`config.mk`:
```
export PLATFORM = sky130hd
export DESIGN_NAME = shmu_queue
export DESIGN_NICKNAME = d
export VERILOG_FILES = /design/src/rtl/shmu_pkg.sv /design/src/rtl/shmu_queue.sv
export SDC_FILE = /design/constraint.sdc
export NUM_CORES = 1
export LEC_CHECK = 0
export ABC_AREA = 1
export BUFFER_PORTS_ARGS = -buffer_cell sky130_fd_sc_hd__buf_4
export CAP_MARGIN = 20
export CORE_MARGIN = 2
export CORE_UTILIZATION = 51
export DETAILED_ROUTE_END_ITERATION = 16
export MAX_ROUTING_LAYER = met4
export PLACE_DENSITY = 0.8
export SLEW_MARGIN = 20
export SYNTH_ARGS = -nofsm -noshare
export SYNTH_HDL_FRONTEND = slang
export SYNTH_SLANG_ARGS = --single-unit
```
`constraint.sdc`:
```
create_clock -name clock -period 1.69 [get_ports clock]
set_clock_uncertainty 0.2 [all_clocks]
set_input_delay 0.2535 -clock clock [delete_from_list [all_inputs] [get_ports clock]]
set_output_delay 0.2535 -clock clock [all_outputs]
set_load 0.01 [all_outputs]
```
`src/rtl/shmu_pkg.sv`:
```
// shower moments unit: shared constants, widths, command and result types
// no dependencies; every other file in rtl uses this package
package shmu_pkg;

   // geometry and energy format
   localparam int LAYERS      = 14;
   localparam int BARS        = 32;
   localparam int ENERGY_BITS = 24;

   localparam int BAR_IDX_W   = (BARS > 1) ? $clog2(BARS) : 1;
   localparam int BAR_SLOTS   = 1 << BAR_IDX_W;
   localparam int LAYER_IDX_W = (LAYERS > 1) ? $clog2(LAYERS) : 1;
   localparam int ADDR_W      = LAYER_IDX_W + BAR_IDX_W;
   localparam int MEM_DEPTH   = LAYERS * BAR_SLOTS;

   // internal arithmetic widths
   localparam int COUNT_W  = $clog2(BARS + 1);
   localparam int SUM_E_W  = ENERGY_BITS + COUNT_W;
   localparam int SUM_BE_W = ENERGY_BITS + BAR_IDX_W + COUNT_W;
   localparam int POS_W    = BAR_IDX_W + 8;
   localparam int DSQ_W    = 2 * POS_W;
   localparam int PROD_W   = ENERGY_BITS + DSQ_W;
   localparam int ACC_W    = PROD_W + COUNT_W;
   localparam int DEN_P_W  = ENERGY_BITS + 2;

   // serial divider
   localparam int DIV_NUM_W = ACC_W;
   localparam int DIV_DEN_W = SUM_E_W;
   localparam int DIV_CNT_W = $clog2(DIV_NUM_W + 1);

   // command queue between front and back
   localparam int QUEUE_DEPTH = 4;
   localparam int QPTR_W      = $clog2(QUEUE_DEPTH);

   // port field widths
   localparam int OP_W       = 2;
   localparam int HIT_LYR_W  = 4;
   localparam int HIT_BAR_W  = 5;
   localparam int HIT_E_W    = 24;
   localparam int LAYER_F_W  = 4;
   localparam int FIRED_F_W  = 6;
   localparam int LAYER_E_W  = 29;
   localparam int MAXB_F_W   = 5;
   localparam int PEAK_W     = 17;
   localparam int CENTRE_W   = 13;
   localparam int SPREAD_W   = 18;
   localparam int SUM33_W    = 33;
   localparam int CFG_W      = 4;
   localparam int CSR_IDX_W  = 2;

   localparam logic [63:0] LAYER_E_MAX = 64'd536870911;
   localparam logic [63:0] CENTRE_MAX  = 64'd8191;
   localparam logic [63:0] SPREAD_MAX  = 64'd262143;

   localparam logic [CFG_W-1:0] LAST_LAYER_RESET = 4'd13;

   // configuration register indexes
   localparam logic [CSR_IDX_W-1:0] CSR_DROP  = 2'd0;
   localparam logic [CSR_IDX_W-1:0] CSR_FIRST = 2'd1;
   localparam logic [CSR_IDX_W-1:0] CSR_LAST  = 2'd2;

   // operation codes on the request channel
   localparam logic [OP_W-1:0] OP_CLEAR  = 2'd0;
   localparam logic [OP_W-1:0] OP_ADD    = 2'd1;
   localparam logic [OP_W-1:0] OP_REPORT = 2'd2;

   typedef enum logic [1:0] {
      CMD_CLEAR,
      CMD_ADD,
      CMD_REPORT
   } cmd_kind_type;

   typedef struct packed {
      cmd_kind_type                  kind;
      logic [LAYER_IDX_W-1:0]        layer;
      logic [BAR_IDX_W-1:0]          bar;
      logic [ENERGY_BITS-1:0]        energy;
   } cmd_type;

   typedef struct packed {
      logic                          drop_isolated_bars;
      logic [CFG_W-1:0]              first_layer;
      logic [CFG_W-1:0]              last_layer;
   } cfg_type;

   // per-layer result held until the report streams out
   typedef struct packed {
      logic [FIRED_F_W-1:0]          fired_count;
      logic [LAYER_E_W-1:0]          layer_energy;
      logic [MAXB_F_W-1:0]           max_bar;
      logic [PEAK_W-1:0]             peak_ratio;
      logic [CENTRE_W-1:0]           centre_bar;
      logic [SPREAD_W-1:0]           spread;
      logic                          layer_valid;
   } res_type;

   // queue status seen by the back end
   typedef struct packed {
      logic                          empty;
      logic                          full;
   } q_stat_type;

endpackage

```
`src/rtl/shmu_queue.sv`:
```
// shower moments unit: short command queue between front and back end
// depends on shmu_pkg
module shmu_queue (
   input  logic                  clock,
   input  logic                  reset,
   input  logic                  push,
   input  shmu_pkg::cmd_type     push_cmd,
   input  logic                  pop,
   output shmu_pkg::cmd_type     pop_cmd,
   output shmu_pkg::q_stat_type  q_stat
);
   import shmu_pkg::*;

   cmd_type               slot_ff [QUEUE_DEPTH];
   logic [QPTR_W-1:0]     wr_ptr_ff;
   logic [QPTR_W-1:0]     rd_ptr_ff;
   logic [QPTR_W:0]       count_ff;

   // storage, written at the tail
   always_ff @(posedge clock) begin
      if (push) begin
         slot_ff[wr_ptr_ff] <= push_cmd;
      end
   end

   // pointers and fill level
   always_ff @(posedge clock) begin
      if (reset) begin
         wr_ptr_ff <= '0;
         rd_ptr_ff <= '0;
         count_ff  <= '0;
      end else begin
         if (push) wr_ptr_ff <= wr_ptr_ff + 1'b1;
         if (pop)  rd_ptr_ff <= rd_ptr_ff + 1'b1;
         priority if (push && !pop) begin
            count_ff <= count_ff + 1'b1;
         end else if (pop && !push) begin
            count_ff <= count_ff - 1'b1;
         end
      end
   end

   assign pop_cmd      = slot_ff[rd_ptr_ff];
   assign q_stat.empty = (count_ff == '0);
   assign q_stat.full  = (count_ff == (QPTR_W + 1)'(QUEUE_DEPTH));

endmodule

```
## After elaboration in Yosys (flattened, before gate mapping)

Memories as Yosys holds them, arrays and structs flattened. A register that Yosys moved wholly into a read port is not among the register bits.
Cells that the tools add are included.

- Flip-flop bits (word level): 7
- Logic and storage cells: 21
- Input bits: 39
- Memories kept: 1
- Output and inout port bits: 37
- Bits in writable memories: 140

Memory list:

| memory | words | bits a word | rd ports | clocked after memory_dff | write ports | line | text |
|---|---|---|---|---|---|---|---|
| slot_ff | 4 | 35 | 1 | 1 | 1 | shmu_queue.sv:14 | `cmd_type slot_ff [QUEUE_DEPTH];` |

- Add/sub/neg operators: 4
- Equality and inequality tests: 1
- Multiplexer cells: 6
- Reduce and logical (&&, ||, !) cells: 6

Operators by type and width:

| operator | count |
|---|---|
| $mux 3 | 2 |
| $add 2x1->2 const B | 2 |
| $mux 2 | 2 |
| $add 3x1->3 const B | 1 |
| $eq 3x3->1 const B | 1 |
| $logic_not 3->1 | 1 |
| $sub 3x1->3 const B | 1 |
| $logic_and 1x1->1 | 2 |
| $logic_not 1->1 | 2 |
| $mux 1 | 2 |
| $reduce_bool 2->1 | 1 |

## Longest topological paths before layout

Gate-level depths: netlist of run 1.

- Depth after elaboration: 4
- Depth in mapped cells: 10
- Gate-level depth less buffers: 10

## Worst setup path before layout of run 1

Ideal clock, no wire load.

- Kind: register to register
- From: register wr_ptr_ff[0]
- To: memory slot_ff[2][0] in the netlist's numbering, enable pin
- Clock period less this slack: 1.869 ns
- Slack: -0.179 ns
- Stages on the path, launching flop included: 5
- Arrival: 1.279 ns
- Cells stage by stage: dfxtp_1 inv_1 ha_1 nand2_1 inv_1

RTL lines:

| item | line | text |
|---|---|---|
| start, declared | shmu_queue.sv:15 | `logic [QPTR_W-1:0] wr_ptr_ff;` |
| start signal, assigned | shmu_queue.sv:33 | `if (push) wr_ptr_ff <= wr_ptr_ff + 1'b1;` |
| end, declared | shmu_queue.sv:14 |  |

No word-level cell before the write port.

==> results.md, run 1 <==
- Post-synth ARST share: 0%
- Worst R2R Path Depth: 5
- R2r setup slk: 130 ps
- Reg2reg end: slot_ff[2][10]
- Pwr/cell area: 1163 nW/um^2
- Slew @ Worst Pin: 299.3 ps
- Final Worst Setup Slack: -401.4 ps
- Most frequent cell after synthesis: edfxtp_1
- Synthesis Warnings: 0
- Diode count: 0
- Clk buf depth: 2
- Core area: 10790 sq um
- 1st-iter DRT viols: 322
- Post-synthesis net count: 441
- DRC violations left: 0
- RD Place Congestion: 0.7733
- H-tree levels: 4
- Maxcap violations: 0
- TritonCTS buffer count: 17
- Post-Syn Area per Cell: 14.20 sq um
- Total wire length: 13.36 mm
- Status: complete, but fails checks
- Final Hold Violating Endpoints: 1
- Detailed-router iteration count before antenna repair: 4
- Tcrit/Tclk final: 123.8%
- Max-slew violation count: 0
- Hold Crit Class: in -> reg
- Post-DP HPWL: 7.019 mm
- Post-synth top cells: edfxtp_1, nor2_1, o21ai_0
- RSZ-0062 raised after global routing: true
- Failing checks: hold timing, setup timing
- # nets final: 576
- Worst slew margin: 80.05%
- Worst setup EP type: output port
- Largest net degree at the start of global routing: 39
- Vias in the first global route: 3825
- # placed instances: 607
- Total grt overflow: 0
- DIE WIDTH: 109 um
- Initial cell density of the core: 52.10%
- Leading area contributor after synthesis: edfxtp_1
- Share of the synthesized area in the top cell type: 74.77%
- Via Count: 3775
- Initial antenna violation count: 0
- Worst Hold Depth: 3
- CTS sink cnt: 149
- DIE AREA: 11880 sq um
- Per-cell routed wire length: 19.53 um
- Netlist Area Pre-Place: 5623 sq um
- Seq/Total Area, Yosys: 77.97%
- Routed Antenna Nets: 0
- Unique cell type count in the Yosys netlist: 20
- Final hold slack: -23.78 ps
- Cell Rows: 38
- Crit path kind: reg -> out
- Critical path launch point type: flip-flop
- DP Area: 6521 sq um
- I/O pin count: 76
- FF-to-FF Start: wr_ptr_ff[0]
- Final Instance Area: 7849 sq um
- Clock period minus worst slack: 2091 ps
- Worst Path Arrival: 1640 ps
- Static leakage power: 2.843 nW
- Power Total: 9.125 mW
- Clk slew on worst S/H paths: 60 ps
- Skew-Pair Late Insertion Delay: 520 ps
- TritonCTS clock tree: yes
- Dpl ws: 17.95 ps
- All-Layer GR Usage: 23.12%
- First-pass GRT wire length: 19.15 mm
- Hold EP: rd_ptr_ff[0]
- Cell Count, Final, Fillers Out: 684
- Die height: 109 um
- Ys flop type: edfxtp_1
- Post-Syn Instances: 396
- Leading post-synthesis cells by cell area: edfxtp_1, nor2_1, o21ai_0
- Area Overhead vs Synth: 39.59%
- Fmax: 478.1 MHz
- Post-synthesis register bit count: 149
- Clock Root Buffer: clkbuf_8
- Port Buf Inserts: 75
- Via density: 5.519
- Critical path fanouts, max: 14
- Final setup fails: 35
- Share of cells above drive strength 1: 35.11%
- Hold Path Origin: pop
- WP data required: 1240 ps
- EDFF count, synth: 140
- VDD IR max: 695.3 uV
## state kept, by name, summed over array words and instances (netlist names), named ones only
| register | flops |
|---|---|
| slot_ff | 140 |
| count_ff | 3 |
| rd_ptr_ff | 2 |
| wr_ptr_ff | 2 |
## through the flow
stage / utilization, % / setup TNS, ps
finish: 72.72 / -12680
global route: 72.72 / -15330
CTS: 70.47 / -13270
detailed placement: 60.42 / 0
global placement: 60.42 / 0
floorplan: - / -605.6
## where the power goes
group | switching [mW] | internal [mW] | total, mW
sequential | 0.0747 | 4.22 | 4.29
clock | 1.42 | 2.25 | 3.67
combinational | 0.608 | 0.556 | 1.16
total | 2.10 | 7.02 | 9.13
## worst max path at each step
stage                       from            end  cells past startpoint
floorplan           wr_ptr_ff[0]  slot_ff[0][0]                      4
detailed placement           pop    count_ff[2]                     11
finish                 flip-flop    pop_cmd[26]                      5
global route           flip-flop    pop_cmd[22]                      5
CTS                    flip-flop    pop_cmd[28]                      5
global placement             pop    count_ff[2]                     11
## final cells by class
| type | instances | area (sq um) |
|---|---|---|
| Clock buffer | 20 | 425.4 |
| Clock inverter | 12 | 153.9 |
| Fill cell | 658 | 2944 |
| Inverter | 17 | 86.33 |
| Multi-Input combinational cell | 209 | 1244 |
| Sequential cell | 149 | 4398 |
| Tap cell | 140 | 175.2 |
| Timing Repair Buffer | 137 | 1366 |
## layout by cell type, fill, tap and decap left out, drive strengths merged, types with 3 or more instances in the layout
master / count
o21ai: 75
dlygate4sd3: 37
ha: 5
nor2: 76
buf: 97
nand2: 9
edfxtp: 140
bufinv: 3
dfxtp: 9
clkinvlp: 9
inv: 15
a21oi: 3
clkbuf: 22
o22ai: 35
## worst max-delay path: stages, from the launching register on
cell and delay [ps]:
dfxtp_4 400, inv_8 130, buf_12 160, nor2_1 50, o22ai_1 220, buf_4 160
## cells by family (layout without fill, tap and decap cells)
family / after synthesis / after routing / share of synthesized area (%)
compound gates: 113 / 113 / 10.84
flops: 149 / 149 / 77.97
simple gates: 89 / 89 / 6.052
fa+ha+maj: 6 / 6 / 1.469
xor+xnor: 1 / 1 / 0.1558
buf+inv: 38 / 186 / 3.516
## metal layers
layer | global-route usage (%) | vias up | part of all wire, %
li1 | - | 1744 | -
met4 | 8.516 | 0 | 1.2
met2 | 38.24 | 160 | 52
met1 | 27.22 | 1856 | 41
met5 | - | - | 0
met3 | 6.276 | 15 | 6.0
## repair_timing
item	in CTS	in global routing
gates cloned	2	4
setup endpoints to repair	37	39
hold buffers	38	0
resized for setup	38	68
setup buffers	1	2
endpoints found under the hold margin	149	0
pin swaps	4	13
Power figures use the tool's default switching activity.
==> inputs of run 2 (changes only) <==
--- a/config.mk
+++ b/config.mk
@@ -9,10 +9,10 @@
 export BUFFER_PORTS_ARGS = -buffer_cell sky130_fd_sc_hd__buf_4
 export CAP_MARGIN = 20
 export CORE_MARGIN = 2
-export CORE_UTILIZATION = 51
+export CORE_UTILIZATION = 45
 export DETAILED_ROUTE_END_ITERATION = 16
 export MAX_ROUTING_LAYER = met4
-export PLACE_DENSITY = 0.8
+export PLACE_DENSITY = 0.67
 export SLEW_MARGIN = 20
 export SYNTH_ARGS = -nofsm -noshare
 export SYNTH_HDL_FRONTEND = slang
==> run 2 against run 1 <==
  * The run ends with setup timing left
  * Final cell count up 4.7%
  * Flip-flop and latch count unchanged
  * Sequential power about the same
  * Register-to-register slack about the same
  * Critical path depth unchanged
  * Via count down 1.8%
  * Count of clock-buffer cells in the layout down 1
  * Utilization down 7.8 points
  * Hold slack better by 150 ps
  * First-iteration DRC count down 13%
  * Die area up 13%
  * Largest cell class unchanged
  * Highest routed layer unchanged
==> results.md, run 2 (synthesized netlist as in run 1, its figures left out) <==
- I/O pin count: 76 (unchanged)
- Hold Crit Class: in -> reg
- Tcrit/Tclk final: 117.8% (-6.0 points)
- Via Count: 3707 (-1.8%)
- Slowest CP cell: dfxtp_4
- # nets final: 580 (+0.69%)
- Detailed-router iteration count before antenna repair: 4 (unchanged)
- Static leakage power: 2.874 nW (+1.1%)
- Per-cell routed wire length: 17.34 um (-11%)
- Maxcap violations: 0 (unchanged)
- 1st-iter DRT viols: 279 (-13%)
- CTS sink cnt: 149 (unchanged)
- Fmax: 502.4 MHz (+5.1%)
- Diode count: 0 (unchanged)
- Final Hold Violating Endpoints: 0 (-1)
- DIE WIDTH: 115.8 um (+6.2%)
- # placed instances: 640 (+5.4%)
- First-pass GRT wire length: 18.18 mm (-5.0%)
- Vias in the first global route: 3564 (-6.8%)
- Max-slew violation count: 0 (unchanged)
- Worst slew margin: 77.72% (-2.3 points)
- TritonCTS clock tree: yes
- Worst Path Arrival: 1540 ps (-100 ps)
- H-tree levels: 4 (unchanged)
- WP data required: 1240 ps (about the same)
- Commonest cells after routing, fill and taps aside: edfxtp_1, buf_4, nor2_1, dlygate4sd3_1, o21ai_0
- # fillers: 883 (+34%)
- WP depth: 5 (unchanged)
- Via density: 5.177 (-6.2%)
- Clock period minus worst slack: 1990 ps (-101.2 ps)
- Final Worst Setup Slack: -300.3 ps (+101.2 ps)
- Initial cell density of the core: 46.43% (-5.7 points)
- Port Buf Inserts: 75 (unchanged)
- Worst setup EP type: output port
- Critical path fanouts, max: 24 (+10)
- Total grt overflow: 0 (unchanged)
- Failing checks: setup timing
- Largest regs: slot_ff: 140 flops, count_ff: 3 flops
- Area Overhead vs Synth: 39.85%
- Core area: 12110 sq um (+12%)
- VDD IR max: 742.8 uV (+6.8%)
- Clock Root Buffer: clkbuf_16
- Max FFs per register: 140 (unchanged)
- Skew-Pair Late Insertion Delay: 420 ps (-100 ps)
- Crit path kind: reg -> out
- Clk slew on worst S/H paths: 60 ps (about the same)
- Die height: 115.8 um (+6.2%)
- Final setup fails: 35 (unchanged)
- Post-DP HPWL: 7.063 mm (+0.64%)
- Clk buf depth: 2 (unchanged)
- Status: complete, but fails checks
- DIE AREA: 13410 sq um (+13%)
- Slew @ Worst Pin: 330.7 ps (+31.41 ps)
- DRC violations left: 0 (unchanged)
- Final hold slack: 123.0 ps (+146.8 ps)
- Setup_tns: -8673 ps (+4007 ps)
- Cell Rows: 40 (+5.3%)
- All-Layer GR Usage: 19.08% (-4.0 points)
- Largest net degree at the start of global routing: 35 (-10%)
- Routed Antenna Nets: 0 (unchanged)
- RSZ-0062 raised after global routing: true
- Dpl ws: -29.14 ps (-47.09 ps)
- Worst Hold Depth: 3 (unchanged)
- Critical path launch point type: flip-flop
- Commonest non-fill, non-tap cell in the layout: edfxtp_1
- Slowest Stage Delay on Critical Path: 390 ps (about the same)
- Share of cells above drive strength 1: 29.56% (-5.5 points)
- Worst R2R Path Depth: 5 (unchanged)
- Cell Count, Final, Fillers Out: 716 (+4.7%)
- Initial antenna violation count: 0 (unchanged)
- WP buf/inv: 3 (unchanged)
- Largest register by flop count: slot_ff
- TritonCTS buffer count: 17 (unchanged)
- Pwr/cell area: 1213 nW/um^2 (+4.4%)
- Total wire length: 12.41 mm (-7.1%)
- Top delay family on crit path: buffers and inverters
- CP cell instances: inv_6 -> buf_12 -> nor2_1 -> o22ai_1 -> buf_4
- Final core occ: 64.93% (-7.8 points)
- RD Place Congestion: 0.7197 (-6.9%)
==> run 2: cell count changes in the layout (fill, tap and decap cells not counted), sizes merged <==
cell / delta
buf: +4
clkinvlp: -4
bufinv: +3
clkinv: +3
clkbuf: -1
dlygate4sd3: +1
dlymetal6s4s: -1
inv: -1
==> run 2: area by class of cell <==
type / count / area [sq um] / area share [%]
clock buffer: 19 / 432.9 / 5.505
clock inverter: 13 / 227.7 / 2.896
inverter: 17 / 88.84 / 1.130
multi-input combinational: 209 / 1122 / 14.27
sequential: 149 / 4394 / 55.88
tap: 168 / 210.2 / 2.673
timing repair buffer: 141 / 1388 / 17.65
==> run 2: final timing paths <==
kind	from	end	slack, ps
min	push	slot_ff[0][19]	120
max reg2reg	wr_ptr_ff[1]	slot_ff[1][25]	140
max	flip-flop	pop_cmd[14]	-300
min reg2reg	rd_ptr_ff[1]	flip-flop	260
==> run 2: repair_timing <==
action	CTS	global route
resized for setup	16	32
cloned	1	4
endpoints found under the hold margin	147	0
endpoints found under the setup margin	35	35
buffers inserted	0	1
pin swaps	1	10
hold buffers	38	0
==> run 2: routing by layer <==
| layer | vias to the layer above | share of wire, % | GRT usage [%] |
|---|---|---|---|
| met3 | 17 | 4.3 | 4.550 |
| met5 | - | 0 | - |
| li1 | 1752 | - | - |
| met1 | 1818 | 44 | 23.12 |
| met4 | 0 | 1.7 | 8.016 |
| met2 | 120 | 50 | 30.92 |
==> run 2: metrics by stage <==
stage                     power, mW  cell area (sq um)
after floorplan               4.778               5648
after global placement        5.248               6594
after detailed placement      5.278               6594
after CTS                     9.538               7716
after global routing          9.862               7864
final                         9.541               7864
==> run 2: worst register-to-register path, delay by kind of cell (launching register included) <==
kind	cells	cell delay [ps]
and+or+nand+nor	1	80
buffers and inverters	3	480
DFF	1	350
adders and majority gates	1	180
==> run 2: power by group <==
group	total, mW	leakage (nW)	internal, mW	switching [mW]
registers	4.28	1.36	4.21	0.0638
clock network	4.17	0.319	2.76	1.41
logic	1.09	1.19	0.527	0.566
